## src/hw/rtl/nsms_pkg.sv

```systemverilog
// ----------------------------------------------------------------------------
// nsms_pkg: shared types and constants for the neighbor set match score core
// Holds the controller state type, the scan kind, the command and status
// structs that join controller and datapath, and the fixed point constants.
// ----------------------------------------------------------------------------
package nsms_pkg;

	localparam int MAX_NEIGHBORS_DEF = 32;

	localparam int WEIGHT_W = 17;
	localparam int COUNT_W  = 6;
	localparam int SCORE_W  = 23;
	localparam int SUM_W    = 24;

	// 1.0 in unsigned Q1.16.
	localparam logic [WEIGHT_W-1:0] ONE_Q16   = 17'd65536;
	localparam logic [SCORE_W-1:0]  SCORE_MAX = 23'h7FFFFF;

	localparam logic [1:0] MODE_GREEDY = 2'd0;
	localparam logic [1:0] MODE_BI     = 2'd1;

	typedef enum logic [2:0] {
		ST_IDLE,
		ST_ROW,
		ST_COL,
		ST_GREEDY,
		ST_PICK,
		ST_DONE
	} ctrl_state_t;

	typedef enum logic [1:0] {
		SCAN_ROW,
		SCAN_COL,
		SCAN_GREEDY
	} scan_kind_t;

	typedef struct packed {
		logic load;
		logic start_row;
		logic start_col;
		logic start_greedy;
		logic commit;
		logic set_one;
		logic finish;
	} cmd_t;

	typedef struct packed {
		logic scan_done;
		logic scan_busy;
		logic best_zero;
		logic pairs_full;
		logic out_free;
		logic rows_zero;
		logic cols_zero;
	} stat_t;

endpackage

```

## src/hw/rtl/nsms_ctrl.sv

```systemverilog
// ----------------------------------------------------------------------------
// nsms_ctrl: sequencing controller
// Holds the mode register and steps the datapath through loading, the maxima
// scans or the greedy pick loop, and the hand-off to the output register.
// ----------------------------------------------------------------------------
module nsms_ctrl (
	input  logic                clk,
	input  logic                arst_n,
	input  logic                in_valid,
	input  logic                last_weight,
	input  logic                cfg_wr_en,
	input  logic [1:0]          cfg_wr_data,
	input  nsms_pkg::stat_t     stat,
	output nsms_pkg::cmd_t      cmd,
	output logic                in_stall
);

	nsms_pkg::ctrl_state_t state_q, state_nx;
	logic [1:0] match_mode_q;

	always_ff @(posedge clk or negedge arst_n) begin
		if (!arst_n) begin
			state_q      <= nsms_pkg::ST_IDLE;
			match_mode_q <= nsms_pkg::MODE_GREEDY;
		end else begin
			state_q <= state_nx;
			if (cfg_wr_en) begin
				match_mode_q <= cfg_wr_data;
			end
		end
	end

	always_comb begin
		state_nx = state_q;
		case (state_q)
			nsms_pkg::ST_IDLE: begin
				if (in_valid && last_weight) begin
					if (stat.rows_zero || stat.cols_zero) begin
						state_nx = nsms_pkg::ST_DONE;
					end else if (match_mode_q == nsms_pkg::MODE_GREEDY) begin
						state_nx = nsms_pkg::ST_GREEDY;
					end else begin
						state_nx = nsms_pkg::ST_ROW;
					end
				end
			end
			nsms_pkg::ST_ROW: begin
				if (stat.scan_done) begin
					state_nx = (match_mode_q == nsms_pkg::MODE_BI) ?
						nsms_pkg::ST_COL : nsms_pkg::ST_DONE;
				end
			end
			nsms_pkg::ST_COL: begin
				if (stat.scan_done) begin
					state_nx = nsms_pkg::ST_DONE;
				end
			end
			nsms_pkg::ST_GREEDY: begin
				if (stat.scan_done) begin
					state_nx = nsms_pkg::ST_PICK;
				end
			end
			nsms_pkg::ST_PICK: begin
				if (stat.best_zero || stat.pairs_full) begin
					state_nx = nsms_pkg::ST_DONE;
				end else begin
					state_nx = nsms_pkg::ST_GREEDY;
				end
			end
			nsms_pkg::ST_DONE: begin
				if (stat.out_free) begin
					state_nx = nsms_pkg::ST_IDLE;
				end
			end
			default: state_nx = nsms_pkg::ST_IDLE;
		endcase
	end

	always_comb begin
		cmd      = '0;
		in_stall = 1'b1;
		case (state_q)
			nsms_pkg::ST_IDLE: begin
				in_stall = 1'b0;
				if (in_valid) begin
					cmd.load = 1'b1;
					if (last_weight) begin
						if (stat.rows_zero && stat.cols_zero) begin
							cmd.set_one = 1'b1;
						end else if (!stat.rows_zero && !stat.cols_zero) begin
							if (match_mode_q == nsms_pkg::MODE_GREEDY) begin
								cmd.start_greedy = 1'b1;
							end else begin
								cmd.start_row = 1'b1;
							end
						end
					end
				end
			end
			nsms_pkg::ST_ROW: begin
				if (stat.scan_done && match_mode_q == nsms_pkg::MODE_BI) begin
					cmd.start_col = 1'b1;
				end
			end
			nsms_pkg::ST_PICK: begin
				if (!stat.best_zero) begin
					cmd.commit = 1'b1;
					if (!stat.pairs_full) begin
						cmd.start_greedy = 1'b1;
					end
				end
			end
			nsms_pkg::ST_DONE: begin
				cmd.finish = stat.out_free;
			end
			default: begin
				cmd = '0;
			end
		endcase
	end

endmodule

```

## config.mk

```make
export PLATFORM = sky130hd
export DESIGN_NAME = nsms_ctrl
export DESIGN_NICKNAME = d
export VERILOG_FILES = /design/src/hw/rtl/nsms_pkg.sv /design/src/hw/rtl/nsms_ctrl.sv
export SDC_FILE = /design/constraint.sdc
export NUM_CORES = 1
export LEC_CHECK = 0
export CORE_AREA = 3 3 40 42
export DETAILED_ROUTE_END_ITERATION = 10
export DIE_AREA = 0 0 43 45
export DONT_BUFFER_PORTS = 1
export SLEW_MARGIN = 0
export SYNTH_ARGS = -nofsm -noshare
export SYNTH_HDL_FRONTEND = slang
export SYNTH_SLANG_ARGS = --single-unit
```

## constraint.sdc

```tcl
create_clock -name clk -period 1.21 [get_ports clk]
set_clock_uncertainty 0.05 [all_clocks]
set_input_delay 0.0605 -clock clk [delete_from_list [all_inputs] [get_ports clk]]
set_output_delay 0.0605 -clock clk [all_outputs]
set_load 0.01 [all_outputs]
```

== Yosys cells after proc, flatten, opt, wreduce, memory -nomap -nowiden ==
Cells that the tools add are included.
Widths: inputs -> output; s select.
Cells by class
  bitwise operators: 0
  div/mod/pow operators: 0
  $lt $le $gt $ge: 0
  reductions and logical operators: 11
  add/sub/neg operators: 0
  shifts and indexed selects: 0
  equality and inequality tests: 11
  mux-type cells: 33
  $mul: 0
Operator list (count)
  $mux 3: 8
  $mux 1: 19
  $pmux 3 s6: 1
  $ne 2x2->1 const B: 5
  $mux 2: 4
  $eq 3x2->1 const B: 2
  $eq 3x3->1 const B: 2
  $reduce_and 5->1: 1
  $logic_and 1x1->1: 4
  $eq 3x1->1 const B: 1
  $logic_not 3->1: 1
  $eq 2x1->1 const B: 1
  $logic_not 1->1: 2
  $logic_not 2->1: 1
  $logic_or 1x1->1: 2
  $pmux 1 s2: 1
Word-level totals
  memories kept: 0
  register bits after elaboration: 5
  ROM bits: 0
  bits in writable memories: 0
  output and inout bits: 8
  logic and storage cells: 57
  bits in latches: 0
  input port bits: 14

== Depth between registers and ports, before layout ==
  depth after elaboration: 7
  depth in mapped cells: 4
  gate-level depth less buffers: 3

== Least setup slack after synthesis ==
OpenSTA, ideal clock, no wires.
  path kind: flip-flop to output port
  start: register state_q[1]
  end: output cmd[3] (netlist bit)
  buffers on the path: 1
  stages on the path, launching flop included: 5
  data arrival time: 1262 ps
  slack: -163 ps
  required time: 1099 ps
  cells stage by stage: dfrtp_1 -> buf_4 -> nor3_2 -> nand4_1 -> o31ai_1
RTL lines
  start: declaration: RTL line nsms_ctrl.sv:18  | nsms_pkg::ctrl_state_t state_q, state_nx;
  start signal: assignment: RTL line nsms_ctrl.sv:23  | state_q <= nsms_pkg::ST_IDLE;
  start signal: assignment: RTL line nsms_ctrl.sv:26  | state_q <= state_nx;
  end: declaration: RTL line nsms_ctrl.sv:14  | output nsms_pkg::cmd_t cmd,

==> impl_results.md <==
- Status: finished with violations
- Failing checks: setup timing
- Arrival time worst endpoint: 1340 ps
- Post-Synth Adder-Cell Area: 0
- Max-slew violation count: 0
- Core area: 0.00128 mm2
- Max-capacitance violation count: 0
- Worst stage delay on the critical path: ~390 ps
- Hold Fails Final Rpt: 0
- Worst path bufs/invs: 1
- Routed Antenna Nets: 0
- Fin Setup TNS: -1960 ps
- Crit-path cells: buf_6, nor3_4, nand4_1, o31ai_2
- Top delay family on crit path: flip-flops
- Period utilization: 1.20
- Max_slew headroom: 0.805
- Req. time, crit path: 1100 ps
- CTS tree: done
- Register area share after synthesis: 0.293
- Die Area: 0.00194 mm2
- Vias: between 400 and 500
- Synth Warn #: 0
- Clk pin slew, worst setup/hold paths: approximately 40 ps
- Register Area: 128 um2
- DRT iter0 DRCs: 2
- Clk Latency, worst-skew pair: around 240 ps
- Worst Tran Pin Value: around 290 ps
- First-pass GRT wire length: approximately 2100 um
- Minimum clock period: 1450 ps
- CTS Root Cell: clkbuf_4
- Number of top-level pins: 22
- Number of nets in the layout: 90
- Area grow syn2layout: 80.4%
- DRT Pass-1 Iters: 4
- Register bit total from synthesis: 5
- Power Dens Cells: 1980 mW/mm2
- Post-Syn Area: 427 um2
- Clock buffer depth: 2
- Vias in the first global route: 514
- Total GRT Usage: 0.149
- Static Leak: 0.308 nW
- Slowest-stage cell, CP: dfrtp_1
- Detailed Route WL: 1260 um
- Dpl cell area: between 500 and 600 um2
- Setup WS post-layout: -236 ps
- Initial Utilization: 0.332
- DR WL/cell: 13.9 um
- CP Launch Type: flip-flop
- Design area: a little under 800 um2
- CP Max Fanout: 2
- CP Class: flip-flop to primary output
- Syn_nets: 63
- Site Rows: 13
- I/O Buffers: 0
- R2R setup slack: -230 ps
- Placer Congestion: 0.783
- Power, Total: approximately 1.5 mW
- Syn Inst Count: 49
- Initial antenna violation count: 0
- DRC viols: 0
- Diodes inserted: 0
- Final Setup Violations: 11
- Chip height: 45 um
- VDD IR max: between 0.9 and 1 mV
- RSZ-0062 raised after global routing: true
- Multi-input logic area: 372 um2
- Largest family of logic cells by synthesized area: simple AND/OR/NAND/NOR gates
- Worst min-delay path category: input pin to flip-flop
- Compound-Gate Fraction of Synth Area: 0.196
- Post-Synth XOR/XNOR Area: 0
- Post-synthesis simple-gate area fraction: 0.361
- H-tree Lvls: 1
- Synth cell types: 30
- Die Wd: 43 um
- Largest net degree at the start of global routing: 9
- Routed vias/inst: between 5 and 6
- Grt total ovfl: 0
- Fillcell total: 120
- Worst setup EP type: primary output
- Achievable Freq: just under 0.7 GHz
- Syn_area_per_cell: between 8 and 9 um2
- Fraction of layout instances using a drive strength above 1: 0.560
- Post-DP HPWL: 894 um
- Mux cell area share after synthesis: 0.103
- TritonCTS buffer count: 3
- Clock Sinks: 5
==> cell families after synthesis <==
kind of cell | count (synthesis)
AOI/OAI and AO/OA | 11
buffers and inverters | 4
DFF | 5
muxes | 4
and+or+nand+nor | 25
==> layer usage <==
layer  up-vias  wire length, um  GRT usage
met1       243              449      0.150
met4         0                0     0.0542
met3         0               68     0.0478
li1        239                -          -
met5         -                0          0
met2        12              738      0.287
==> layout make-up <==
type | instances | share of cell area
clock buffer | 4 | 0.0341
inverter | 1 | 0.00488
multi-input combinational | 40 | 0.483
sequential | 5 | 0.166
tap | 15 | 0.0244
timing repair buffer | 25 | 0.288
==> path summary, 6_finish.rpt <==
check	from	to	depth (start not counted)
setup / recovery	state_q[2]	cmd[3]	4
hold / removal	stat[6]	state_q[0]	2
setup reg to reg	state_q[1]	state_q[2]	4
hold reg to reg	match_mode_q[0]	match_mode_q[0]	1
max in group asynchronous	arst_n	state_q[0]	1
min in group asynchronous	arst_n	state_q[2]	1
==> cells in the mapped netlist <==
cell type,number,area (um2)
nand3_1,2,10.0
nor2_1,7,26.3
o22a_1,1,8.76
a32oi_1,2,17.5
nor3_2,1,10.0
and3_1,1,6.26
nor4b_1,1,8.76
nand2_1,2,7.51
nand4bb_1,1,11.3
nand2b_1,2,12.5
inv_1,1,3.75
buf_2,1,5.00
a2bb2oi_1,1,8.76
and4b_1,1,10.0
a22oi_1,1,7.51
mux2_2,3,33.8
dfrtp_1,5,125
a211oi_1,1,7.51
nor3b_1,2,15.0
o31ai_1,2,15.0
o21ai_0,1,5.00
or3b_1,2,17.5
nand4_1,1,6.26
and2_1,1,6.26
mux2i_1,1,10.0
nor2b_1,1,6.26
a21oi_1,1,5.00
o221ai_1,1,8.76
buf_4,1,7.51
clkbuf_1,1,3.75
==> cell usage in the layout (no fill, tap or decap), drive strengths merged, types with 2 or more instances in the layout <==
cell type / n
a32oi: 2
buf: 19
clkbuf: 4
dfrtp: 5
dlygate4sd3: 6
mux2: 3
nand2: 2
nand2b: 2
nand3: 2
nor2: 7
nor3b: 2
o31ai: 2
or3b: 2
==> report_power, final <==
part	internal, mW	total (mW)	leakage, nW	switching (mW)
Combinational	0.644	1.06	0.235	0.415
Clock	0.125	0.192	0.0150	0.0672
Sequential	0.217	0.276	0.0582	0.0594
==> repair_timing <==
item,4_1_cts,5_1_grt
endpoints found under the hold margin,9,0
pin swaps,10,3
gates cloned,0,0
setup endpoints to repair,11,11
hold buffers,6,0
buffers inserted,6,3
gates resized for setup,19,6
==> registers in the layout, indices dropped and copies added (netlist names) <==
name,count
state_q,3
match_mode_q,2
==> metrics by stage <==
step	utilization	cells	setup WS, ps	hold WS, ps
finish	0.599	90	-236	52.1
global route	0.599	90	-339	47.4
CTS	0.570	88	-255	51.1
detailed placement	0.409	72	-134	-285
global placement	0.409	72	-100	-285
floorplan	-	49	-86.5	-285
(Power assumes the default switching activity.)
